File: src/hdl/ghst_pkg.sv
// Package: shared constants, codes and transaction types for the handle slot table.
`default_nettype none
package ghst_pkg;

    localparam int SLOTS   = 8;
    localparam int IDX_W   = $clog2(SLOTS);
    localparam int HND_W   = 32;
    localparam int GEN_W   = HND_W - IDX_W;
    localparam int CNT_W   = 4;
    localparam int KIND_W  = 2;
    localparam int LIMIT_W = 4;
    localparam logic [LIMIT_W-1:0] LIMIT_RESET = LIMIT_W'(SLOTS);
    localparam logic [GEN_W-1:0]   GEN_MAX     = {GEN_W{1'b1}};

    typedef enum logic [1:0] {
        MODE_RESERVE   = 2'd0,
        MODE_LOOKUP    = 2'd1,
        MODE_CLOSE     = 2'd2,
        MODE_CLOSE_ALL = 2'd3
    } mode_t;

    typedef enum logic [1:0] {
        ST_OK         = 2'd0,
        ST_NO_SLOT    = 2'd1,
        ST_BAD_HANDLE = 2'd2
    } status_t;

    typedef struct packed {
        mode_t              mode;
        logic [KIND_W-1:0]  kind;
        logic [HND_W-1:0]   handle;
    } req_t;

    typedef struct packed {
        status_t            status;
        logic [HND_W-1:0]   handle;
        logic [IDX_W-1:0]   slot_index;
        logic [CNT_W-1:0]   open_count;
    } rsp_t;

endpackage
`default_nettype wire

File: src/hdl/ghst_if.sv
// Interfaces: request and response channels with valid/ready handshake.
`default_nettype none
interface ghst_req_if;
    logic        valid;
    logic        ready;
    logic [1:0]  mode;
    logic [1:0]  kind;
    logic [31:0] handle_in;

    modport source (output valid, output mode, output kind, output handle_in, input ready);
    modport sink   (input valid, input mode, input kind, input handle_in, output ready);
endinterface

interface ghst_rsp_if;
    logic        valid;
    logic        ready;
    logic [1:0]  status;
    logic [31:0] handle_out;
    logic [2:0]  slot_index;
    logic [3:0]  open_count;

    modport source (output valid, output status, output handle_out, output slot_index,
                    output open_count, input ready);
    modport sink   (input valid, input status, input handle_out, input slot_index,
                    input open_count, output ready);
endinterface
`default_nettype wire

File: src/hdl/ghst_table.sv
// Slot table: slot state, first-free search, handle encode/decode and state update.
`default_nettype none
module ghst_table (
    input  logic                           clk,
    input  logic                           rst_n,
    input  logic                           fire,
    input  ghst_pkg::req_t                 req,
    input  logic [ghst_pkg::LIMIT_W-1:0]   open_limit,
    output ghst_pkg::rsp_t                 rsp
);
    import ghst_pkg::*;

    logic                open_reg  [SLOTS];
    logic                open_next [SLOTS];
    logic [GEN_W-1:0]    gen_reg   [SLOTS];
    logic [GEN_W-1:0]    gen_next  [SLOTS];
    logic [KIND_W-1:0]   kind_reg  [SLOTS];
    logic [KIND_W-1:0]   kind_next [SLOTS];
    logic [CNT_W-1:0]    total_reg;
    logic [CNT_W-1:0]    total_next;

    logic                free_found;
    logic [IDX_W-1:0]    free_idx;
    logic                can_reserve;
    logic [GEN_W-1:0]    new_gm1;
    logic [GEN_W-1:0]    new_gen;
    logic [HND_W-1:0]    new_handle;
    logic [HND_W-1:0]    dec_a;
    logic [IDX_W-1:0]    dec_idx;
    logic [GEN_W:0]      dec_gen;
    logic                dec_ok;

    always_comb
    begin
        free_found = 1'b0;
        free_idx   = '0;
        for (int i = 0; i < SLOTS; i++)
        begin
            if (!free_found && !open_reg[i])
            begin
                free_found = 1'b1;
                free_idx   = IDX_W'(i);
            end
        end
    end

    assign can_reserve = free_found && (total_reg < CNT_W'(open_limit));

    // generation wraps to 1 once a handle would no longer fit
    assign new_gm1    = (gen_reg[free_idx] == GEN_MAX) ? '0 : gen_reg[free_idx];
    assign new_gen    = new_gm1 + GEN_W'(1);
    assign new_handle = {new_gm1, free_idx} + HND_W'(1);

    assign dec_a   = req.handle - HND_W'(1);
    assign dec_idx = dec_a[IDX_W-1:0];
    assign dec_gen = {1'b0, dec_a[HND_W-1:IDX_W]} + (GEN_W+1)'(1);
    assign dec_ok  = (req.handle != '0) && open_reg[dec_idx]
                     && ({1'b0, gen_reg[dec_idx]} == dec_gen)
                     && ((req.mode != MODE_LOOKUP) || (kind_reg[dec_idx] == req.kind));

    always_comb
    begin
        open_next  = open_reg;
        gen_next   = gen_reg;
        kind_next  = kind_reg;
        total_next = total_reg;
        rsp.status     = ST_OK;
        rsp.handle     = '0;
        rsp.slot_index = '0;
        unique case (req.mode)
            MODE_RESERVE:
            begin
                if (can_reserve)
                begin
                    open_next[free_idx] = 1'b1;
                    gen_next[free_idx]  = new_gen;
                    kind_next[free_idx] = req.kind;
                    total_next          = total_reg + CNT_W'(1);
                    rsp.handle          = new_handle;
                    rsp.slot_index      = free_idx;
                end
                else
                begin
                    rsp.status = ST_NO_SLOT;
                end
            end
            MODE_LOOKUP, MODE_CLOSE:
            begin
                if (dec_ok)
                begin
                    rsp.slot_index = dec_idx;
                    if (req.mode == MODE_CLOSE)
                    begin
                        open_next[dec_idx] = 1'b0;
                        kind_next[dec_idx] = '0;
                        if (total_reg != '0)
                        begin
                            total_next = total_reg - CNT_W'(1);
                        end
                    end
                end
                else
                begin
                    rsp.status = ST_BAD_HANDLE;
                end
            end
            MODE_CLOSE_ALL:
            begin
                for (int i = 0; i < SLOTS; i++)
                begin
                    open_next[i] = 1'b0;
                    kind_next[i] = '0;
                end
                total_next = '0;
            end
        endcase
        rsp.open_count = total_next;
    end

    always_ff @(posedge clk or negedge rst_n)
    begin
        if (!rst_n)
        begin
            for (int i = 0; i < SLOTS; i++)
            begin
                open_reg[i] <= 1'b0;
                gen_reg[i]  <= '0;
                kind_reg[i] <= '0;
            end
            total_reg <= '0;
        end
        else if (fire)
        begin
            open_reg  <= open_next;
            gen_reg   <= gen_next;
            kind_reg  <= kind_next;
            total_reg <= total_next;
        end
    end
endmodule
`default_nettype wire

File: src/hdl/generational_handle_slot_table_top.sv
// Top level: generational handle slot table with input and result registers.
// Path: a request is held in the input register, passes the slot table and its response is
// held in the result register; response valid rises as the item leaves the input register.
// Throughput: one transaction per cycle while the response is not stalled; the slot table state
// updates as an item leaves the input register, so the next item sees it at once.
// Reset: asynchronous, active low; all slots closed, generations and count zero,
// open_limit back to 8. No clearing pass.
`default_nettype none
module generational_handle_slot_table_top (
    input  logic                           clk,
    input  logic                           rst_n,
    ghst_req_if.sink                       in_ch,
    ghst_rsp_if.source                     out_ch,
    input  logic                           cfg_we,
    input  logic [ghst_pkg::LIMIT_W-1:0]   cfg_wdata
);
    import ghst_pkg::*;

    logic [LIMIT_W-1:0] limit_reg;
    logic               in_valid_reg;
    req_t               in_req_reg;
    logic               out_valid_reg;
    rsp_t               out_rsp_reg;
    rsp_t               rsp;
    logic               advance;

    assign advance     = in_valid_reg && (!out_valid_reg || out_ch.ready);
    assign in_ch.ready = !in_valid_reg || advance;

    ghst_table u_table (
        .clk        (clk),
        .rst_n      (rst_n),
        .fire       (advance),
        .req        (in_req_reg),
        .open_limit (limit_reg),
        .rsp        (rsp)
    );

    always_ff @(posedge clk or negedge rst_n)
    begin
        if (!rst_n)
        begin
            limit_reg     <= LIMIT_RESET;
            in_valid_reg  <= 1'b0;
            in_req_reg    <= '0;
            out_valid_reg <= 1'b0;
        end
        else
        begin
            if (cfg_we)
            begin
                limit_reg <= cfg_wdata;
            end
            if (in_ch.ready)
            begin
                in_valid_reg <= in_ch.valid;
            end
            if (in_ch.valid && in_ch.ready)
            begin
                in_req_reg.mode   <= mode_t'(in_ch.mode);
                in_req_reg.kind   <= in_ch.kind;
                in_req_reg.handle <= in_ch.handle_in;
            end
            if (advance)
            begin
                out_valid_reg <= 1'b1;
            end
            else if (out_ch.ready)
            begin
                out_valid_reg <= 1'b0;
            end
        end
    end

    always_ff @(posedge clk)
    begin
        if (advance)
        begin
            out_rsp_reg <= rsp;
        end
    end

    assign out_ch.valid      = out_valid_reg;
    assign out_ch.status     = out_rsp_reg.status;
    assign out_ch.handle_out = out_rsp_reg.handle;
    assign out_ch.slot_index = out_rsp_reg.slot_index;
    assign out_ch.open_count = out_rsp_reg.open_count;
endmodule
`default_nettype wire

File: src/flat_wrapper.sv
// flat-port wrapper written by rule: the top's interface ports become plain ports
module generational_handle_slot_table_top_flat import ghst_pkg::*;
  (clk, rst_n, cfg_we, cfg_wdata, in_ch_valid, in_ch_mode, in_ch_kind, in_ch_handle_in, in_ch_ready, out_ch_valid, out_ch_status, out_ch_handle_out, out_ch_slot_index, out_ch_open_count, out_ch_ready);
  ghst_req_if in_ch_i ();
  ghst_rsp_if out_ch_i ();
  input  logic clk;
  input  logic rst_n;
  input  logic cfg_we;
  input  logic [ghst_pkg::LIMIT_W-1:0] cfg_wdata;
  input wire logic [$bits(in_ch_i.valid)-1:0] in_ch_valid;
  input wire logic [$bits(in_ch_i.mode)-1:0] in_ch_mode;
  input wire logic [$bits(in_ch_i.kind)-1:0] in_ch_kind;
  input wire logic [$bits(in_ch_i.handle_in)-1:0] in_ch_handle_in;
  output wire logic [$bits(in_ch_i.ready)-1:0] in_ch_ready;
  output wire logic [$bits(out_ch_i.valid)-1:0] out_ch_valid;
  output wire logic [$bits(out_ch_i.status)-1:0] out_ch_status;
  output wire logic [$bits(out_ch_i.handle_out)-1:0] out_ch_handle_out;
  output wire logic [$bits(out_ch_i.slot_index)-1:0] out_ch_slot_index;
  output wire logic [$bits(out_ch_i.open_count)-1:0] out_ch_open_count;
  input wire logic [$bits(out_ch_i.ready)-1:0] out_ch_ready;
  assign in_ch_i.valid = in_ch_valid;
  assign in_ch_i.mode = in_ch_mode;
  assign in_ch_i.kind = in_ch_kind;
  assign in_ch_i.handle_in = in_ch_handle_in;
  assign in_ch_ready = in_ch_i.ready;
  assign out_ch_valid = out_ch_i.valid;
  assign out_ch_status = out_ch_i.status;
  assign out_ch_handle_out = out_ch_i.handle_out;
  assign out_ch_slot_index = out_ch_i.slot_index;
  assign out_ch_open_count = out_ch_i.open_count;
  assign out_ch_i.ready = out_ch_ready;
  generational_handle_slot_table_top u_core (.clk(clk), .rst_n(rst_n), .in_ch(in_ch_i), .out_ch(out_ch_i), .cfg_we(cfg_we), .cfg_wdata(cfg_wdata));
endmodule
File: config.mk
export PLATFORM = sky130hd
export DESIGN_NAME = generational_handle_slot_table_top_flat
export DESIGN_NICKNAME = d
export VERILOG_FILES = /design/src/hdl/ghst_pkg.sv /design/src/hdl/ghst_if.sv /design/src/hdl/ghst_table.sv /design/src/hdl/generational_handle_slot_table_top.sv /design/src/flat_wrapper.sv
export SDC_FILE = /design/constraint.sdc
export NUM_CORES = 1
export LEC_CHECK = 0
export ABC_CLOCK_PERIOD_IN_PS = 6500
export BUFFER_PORTS_ARGS = -buffer_cell sky130_fd_sc_hd__buf_4
export CAP_MARGIN = 10
export CORE_MARGIN = 1
export CORE_UTILIZATION = 55
export CTS_CLUSTER_DIAMETER = 50
export DETAILED_ROUTE_END_ITERATION = 8
export PLACE_DENSITY = 0.84
export SKIP_CTS_REPAIR_TIMING = 1
export SLEW_MARGIN = 20
export SYNTH_ARGS = -nofsm -noshare
export SYNTH_HDL_FRONTEND = slang
export SYNTH_SLANG_ARGS = --single-unit
File: constraint.sdc
create_clock -name clk -period 6.5 [get_ports clk]
set_clock_uncertainty 0.15 [all_clocks]
set_input_delay 1.95 -clock clk [delete_from_list [all_inputs] [get_ports clk]]
set_output_delay 1.95 -clock clk [all_outputs]
set_load 0.01 [all_outputs]
==> results of run 1 <==
cells by family (layout without fill, tap and decap cells):
group | Yosys count | after routing | share of synthesized area (%)
adders and majority gates | 14 | 14 | 0.853
buffers and inverters | 191 | 282 | 3.79
DFF | 343 | 343 | 42.8
xor gates and xnor gates | 126 | 126 | 5.64
and+or+nand+nor | 903 | 903 | 20.5
muxes | 144 | 144 | 8.84
AOI/OAI and AO/OA | 568 | 568 | 17.5
worst max-delay path: cells and delay by family, from the launching register on:
family                   cells  cell delay [ns]
AND/OR/NAND/NOR             11             3.05
flip-flops                   1             0.61
AO/OA/AOI/OAI                4             0.80
adder cells (fa/ha/maj)      1             0.19
XOR/XNOR                     1             0.44
buffers and inverters        3             0.64
routing by layer:
| layer | up-vias | wire length [microns] | GRT usage, % |
|---|---|---|---|
| met2 | 1573 | 31700 | 57.1 |
| met3 | 379 | 10400 | 13.6 |
| met1 | 9367 | 26900 | 49.0 |
| met4 | 0 | 4440 | 20.8 |
| li1 | 8400 | - | - |
| met5 | - | 0 | 0 |
power groups by stage:
| stage | Sequential, mW | Clock (mW) | Combinational [mW] |
|---|---|---|---|
| 2_1_floorplan | 2.52 | 0 | 1.69 |
| 3_5_place_dp | 2.61 | 0 | 2.56 |
| 6_report | 2.59 | 2.50 | 2.68 |
| 3_3_place_gp | 2.60 | 0 | 2.52 |
| 5_1_grt | 2.61 | 2.59 | 2.81 |
| 4_1_cts | 2.58 | 2.51 | 2.58 |
cells in the final DEF (no fill, tap or decap), drive strengths merged, types with 15 or more instances in the layout:
cell type and n:
nor4 30, o31ai 30, dfrtp 301, nand4 16, nand2 434, xor2 45
inv 26, nand3 104, nor2 146, mux2 66, a22oi 15, o22ai 36
and3 18, a211oi 16, buf 180, nand2b 19, a21oi 64, clkbuf 58
o211ai 17, a32oi 24, edfxtp 41, mux4 23, nor3 55, o21ai 239
mux2i 55, a31oi 30, xnor2 79, o221ai 18
worst min-delay path by stage:
stage | slack, ns | cells after the start | end
after floorplan | 0.30 | 2 | u_core.u_table.gen_reg[197]
after global placement | 0.32 | 2 | u_core.u_table.gen_reg[197]
after detailed placement | 0.33 | 1 | u_core.u_table.kind_reg[9]
after CTS | 0.34 | 2 | u_core.u_table.gen_reg[93]
final | 0.34 | 2 | u_core.u_table.gen_reg[60]
after global routing | 0.36 | 1 | u_core.u_table.kind_reg[9]
cell type report:
class	count	area, sq um	share of cell area [%]
clock buffers	58	1250	5.34
clock inverters	21	243	1.04
inverters	23	86.3	0.370
multi-input cells	1755	11000	47.2
flip-flops and latches	343	8790	37.6
well taps	468	586	2.51
repair buffers	180	1380	5.92
through the flow:
stage                     power (mW)  setup WS (ns)  hold slack, ns
after detailed placement        5.17          0.489           0.327
after CTS                       7.66          0.446           0.345
after floorplan                 4.21           1.05           0.300
after global routing            8.00          0.137           0.359
after global placement          5.12          0.598           0.320
final                           7.77          0.413           0.343
==> summary.txt, run 1 <==
Run status
  • Status: finished, final reports clean

Power
  • VDD IR max: 0.247 mV
  • Leakage: roughly 9.5 nW
  • Clock share of power: 32.2%
  • PwrDens: approximately 330 nW/um^2
  • Sw Share: 38.3%
  • Combinational power share: 34.5%
  • Psw: 2.98 mW
  • Cell-internal power: roughly 4.8 mW
  • Sequential share of power: between 30 and 40%

Timing
  • F_max: 0.164 GHz
  • Final Hold Fails: 0
  • Final Slew Violations: 0
  • RSZ-0062 raised after global routing: no
  • Relative slew slack: 22.6%
  • Setup violations, final: 0
  • Min Tclk post-route: ~6.1 ns
  • Sum Neg Setup Slack: 0 ns
  • Worst Max-Slew Pin Slew: 1.16 ns
  • Final period util: 93.6%

Routing
  • Vias per std cell: 6.92
  • Detailed-route wire length per cell: 25.8 microns
  • Vias: 19,719
  • Final wirelength: 73.4 mm
  • Router iterations before antenna repair: 6
  • DRT iter0 DRCs: 2,838
  • DRT antenna net count: 0
  • # DRC: 0

Clock network
  • H-tree depth: 2
  • Reg clk slew, reported paths: 0.06 ns
  • Inserted Clock Buffers: 43
  • CTS tree: done
  • Clk sinks: 343
  • Root Buffer: clkbuf_16
  • Buffer levels on the longest clock path: 3
  • Worst skew pair latency: 0.57 ns

Finish
  • Antenna cells: 0
  • Final instance area: ~23,000 sq um
  • Final core utilization: between 60% and 70%
  • Synthesis-to-layout area growth: 13.8%
  • Nets: around 2,400
  • Share of post-route cells with drive strength above 1: 16.6%
  • Non-filler cells, final: 2,848
  • Max FFs per register: roughly 230
  • Fillers: roughly 3,000

Synthesis
  • Register bit count reported by yosys: 343
  • Post-synth top area share: 36.7%
  • Most common cell in the netlist: nand2_1
  • Cell Area, Synth: 20,500 sq um
  • Post-synthesis sequential area ratio: 42.8%
  • Mapped Cells: between 2,000 and 2,500
  • Largest area contributor in the netlist: dfrtp_1
  • Total number of yosys warnings: 0
  • Post-synth top cells: 434 x nand2_1, 301 x dfrtp_1, 210 x o21ai_0
  • Asr flop ratio synth: 88.0%
  • Post-synth EDFFs: 41
  • Top FF cell, synth: dfrtp_1
  • Dominant cells by area after synthesis: dfrtp_1 37%, nand2_1 7.9%, edfxtp_1 6.0%
  • Distinct cells, synth: 93
  • Syn_area_per_cell: 8.97 sq um
  • Mapped Nets: 2,348

Critical path
  • Reg-to-reg endpoint: u_core.u_table.gen_reg[111]
  • CP max-delay cell: dfrtp_1
  • Startpoint Class: flip-flop
  • Crit-path cells: nand4_2 -> or2_1 -> nor2_2 -> buf_4 -> o21ai_0 -> a32oi_1 -> o221ai_1 -> nor4_4 -> nand3_1 -> or4b_1 -> and2_1 -> ha_1 -> inv_1 -> nor3_1 -> nand3_1 -> buf_4 -> nor3_1 -> xor2_1 -> or2_2 -> o21ai_0
  • Worst EP required: 6.76 ns
  • Worst Setup EP: u_core.u_table.gen_reg[111]
  • Crit path max fanout: 25
  • Setup crit end kind: flip-flop
  • Worst r2r src: u_core.u_table.open_reg[5]
  • CP arrival: ~6.4 ns
  • Crit path launch: u_core.u_table.open_reg[5]
  • Reg2Reg Depth: 20
  • WS Path Type: flip-flop to flip-flop
  • Biggest cell delay along the critical path: 0.61 ns
  • Reg2Reg Setup Slack: between 0.4 and 0.5 ns

Global route
  • Vias in the first global route: about 19,000
  • Initial antenna violation count: 0
  • Gr ovfl total: 0
  • Largest net degree at the start of global routing: 113
  • First-pass GRT wire length: 112 mm
  • Total Routing Usage GR: 38.4%

Place
  • Placed Cells incl. Taps: 2,769
  • Port Buffer Count: 87
  • GP Congestion: about 1.1
  • Placed standard-cell area: 21,900 sq um
  • DP HPWL: 51.0 mm

Job
  • Max cap viols: 0

Floorplan
  • I/O pins: 88
  • Chip Width: ~200 microns
  • Full die area: ~38,000 sq um
  • Chip Height: 195 microns
  • Core area: 36,700 sq um
  • Initial Util: 55.9%
  • Placement row count: 70

Hold path
  • Hold Path Class: flip-flop to flip-flop
  • Hold_sp: u_core.u_table.gen_reg[60]
Power figures use the tool's default switching activity.
==> run 2: changes to the inputs <==
- ABC_CLOCK_PERIOD_IN_PS: 6500 -> 5630
- SLEW_MARGIN: 20 -> 10
- clock period: 6.5 -> 5.63 ns (I/O delays scaled with it)
==> run 2 against run 1 <==
Net effect: clock power grew 6%; core utilization grew 0.46 points; power grew 14%; die area is the same; critical endpoint is now u_core.out_ch.open_count[1]; largest cell class unchanged.
==> summary.txt, run 2 (synthesis results as in run 1) <==
Critical path
  • Critical path depth: 16
  • Worst EP required: 5.81 ns
  • Biggest cell delay along the critical path: about 0.57 ns
  • WS Path Type: flip-flop to flip-flop
  • Crit path max-delay family: simple AND/OR/NAND/NOR gates
  • Reg2Reg Depth: 16
  • CP max-delay cell: or3b_1
  • Crit-path cells: inv_1 -> ha_2 -> or3b_1 -> xnor2_1 -> ha_1 -> nand3b_1 -> o21ai_1 -> and4_1 -> nand3_1 -> nor4_1 -> xnor2_1 -> o2111ai_1 -> nor4_4 -> and3_1 -> a31oi_1 -> a211o_1
  • Crit path max fanout: 8
  • Setup crit end kind: flip-flop
  • Reg2Reg Setup Slack: 0.17 ns
  • Most used cell, CP: xnor2_1
  • Bufs and invs on worst path: 1
  • Startpoint Class: flip-flop
  • CP arrival: ~5.6 ns

Finish
  • Most frequent cells in the layout: 434 x nand2_1, 300 x dfrtp_1, 210 x o21ai_0
  • Share of post-route cells with drive strength above 1: 17.2%
  • Non-filler cells, final: 2,864
  • Antenna cells: 0
  • Final instance area: around 24,000 sq um
  • Final core utilization: around 64%
  • Nets: 2,425
  • Synthesis-to-layout area growth: 14.6%
  • Max FFs per register: 232
  • Commonest non-fill, non-tap cell in the layout: nand2_1

Timing
  • Final Slew Violations: 0
  • Final Hold Fails: 0
  • Worst Max-Slew Pin Slew: 1.33 ns
  • Setup violations, final: 0
  • RSZ-0062 raised after global routing: no
  • Final period util: 96.9%
  • Sum Neg Setup Slack: 0 ns
  • Final Hold Slack: roughly 0.35 ns
  • Min Tclk post-route: 5.46 ns
  • Relative slew slack: 10.9%
  • Final worst setup slack: 0.172 ns
  • F_max: 0.183 GHz

Job
  • Max cap viols: 0

Routing
  • Detailed-route wire length per cell: 26.5 microns
  • Router iterations before antenna repair: 7
  • DRT iter0 DRCs: 2,399
  • Vias per std cell: 6.84
  • Final wirelength: 75.9 mm
  • DRT antenna net count: 0
  • # DRC: 0
  • Vias: 19,584

Power
  • PwrDens: 376 nW/um^2
  • Leakage: 9.57 nW
  • Power Total: 8.84 mW
  • VDD IR max: approximately 0.26 mV

Place
  • Port Buffer Count: just under 90
  • Placed standard-cell area: 22,100 sq um
  • Placed Cells incl. Taps: 2,787
  • Place WS: 0.191 ns
  • GP Congestion: about 1.0
  • DP HPWL: 52.3 mm

Hold path
  • Hold Path Class: flip-flop to flip-flop
  • WHS Path Cells: 2

Clock network
  • H-tree depth: 2
  • CTS tree: done
  • Root Buffer: clkbuf_16
  • Inserted Clock Buffers: 43
  • Clk sinks: 343
  • Buffer levels on the longest clock path: 3
  • Worst skew pair latency: around 0.59 ns
  • Reg clk slew, reported paths: 0.06 ns

Floorplan
  • Initial Util: 55.9%
  • Chip Width: 195 microns
  • I/O pins: 88
  • Chip Height: 195 microns
  • Placement row count: 70
  • Core area: 36,700 sq um
  • Full die area: 38,100 sq um

Global route
  • First-pass GRT wire length: between 100 and 150 mm
  • Vias in the first global route: 18,990
  • Initial antenna violation count: 0
  • Gr ovfl total: 0
  • Total Routing Usage GR: 40.0%
  • Largest net degree at the start of global routing: 111

Run status
  • Status: finished, final reports clean
==> run 2: final cells by class <==
class                      count  area, sq um
clock buffer                  59         1200
clock inverter                16          136
fill                        2958        13200
inverter                      23         86.3
multi-input combinational   1755        11000
sequential                   343         8790
tap                          468          586
timing repair buffer         200         1690
==> run 2: routing by layer <==
| metal | vias to the layer above | global-route usage, % | part of all wire (%) |
|---|---|---|---|
| met2 | 1390 | 60.0 | 44 |
| met5 | - | 0 | 0 |
| met1 | 9456 | 53.9 | 39 |
| met3 | 296 | 10.3 | 12 |
| li1 | 8442 | - | - |
| met4 | 0 | 19.9 | 5.4 |
==> run 2: worst min-delay path, cell delays in order, from the launching register on <==
cell	delay, ns
dfrtp_1	0.34
nand2_1	0.05
o21ai_1	0.06
==> run 2: report_power, final <==
| part | switching (mW) | leakage, nW | internal, mW |
|---|---|---|---|
| combinational | 2.08 | 4.43 | 1.12 |
| clock | 1.10 | 0.649 | 1.54 |
| sequential | 0.254 | 4.49 | 2.73 |
==> run 2: worst paths after layout <==
path | end | from
min in group asynchronous | u_core.limit_reg[1] | rst_n
hold reg to reg | u_core.u_table.gen_reg[60] | u_core.u_table.gen_reg[60]
setup / recovery | u_core.out_ch.open_count[1] | u_core.in_req_reg[1]
hold / removal | u_core.u_table.gen_reg[60] | u_core.u_table.gen_reg[60]
max in group asynchronous | u_core.u_table.gen_reg[35] | rst_n
setup reg to reg | u_core.out_ch.open_count[1] | u_core.in_req_reg[1]
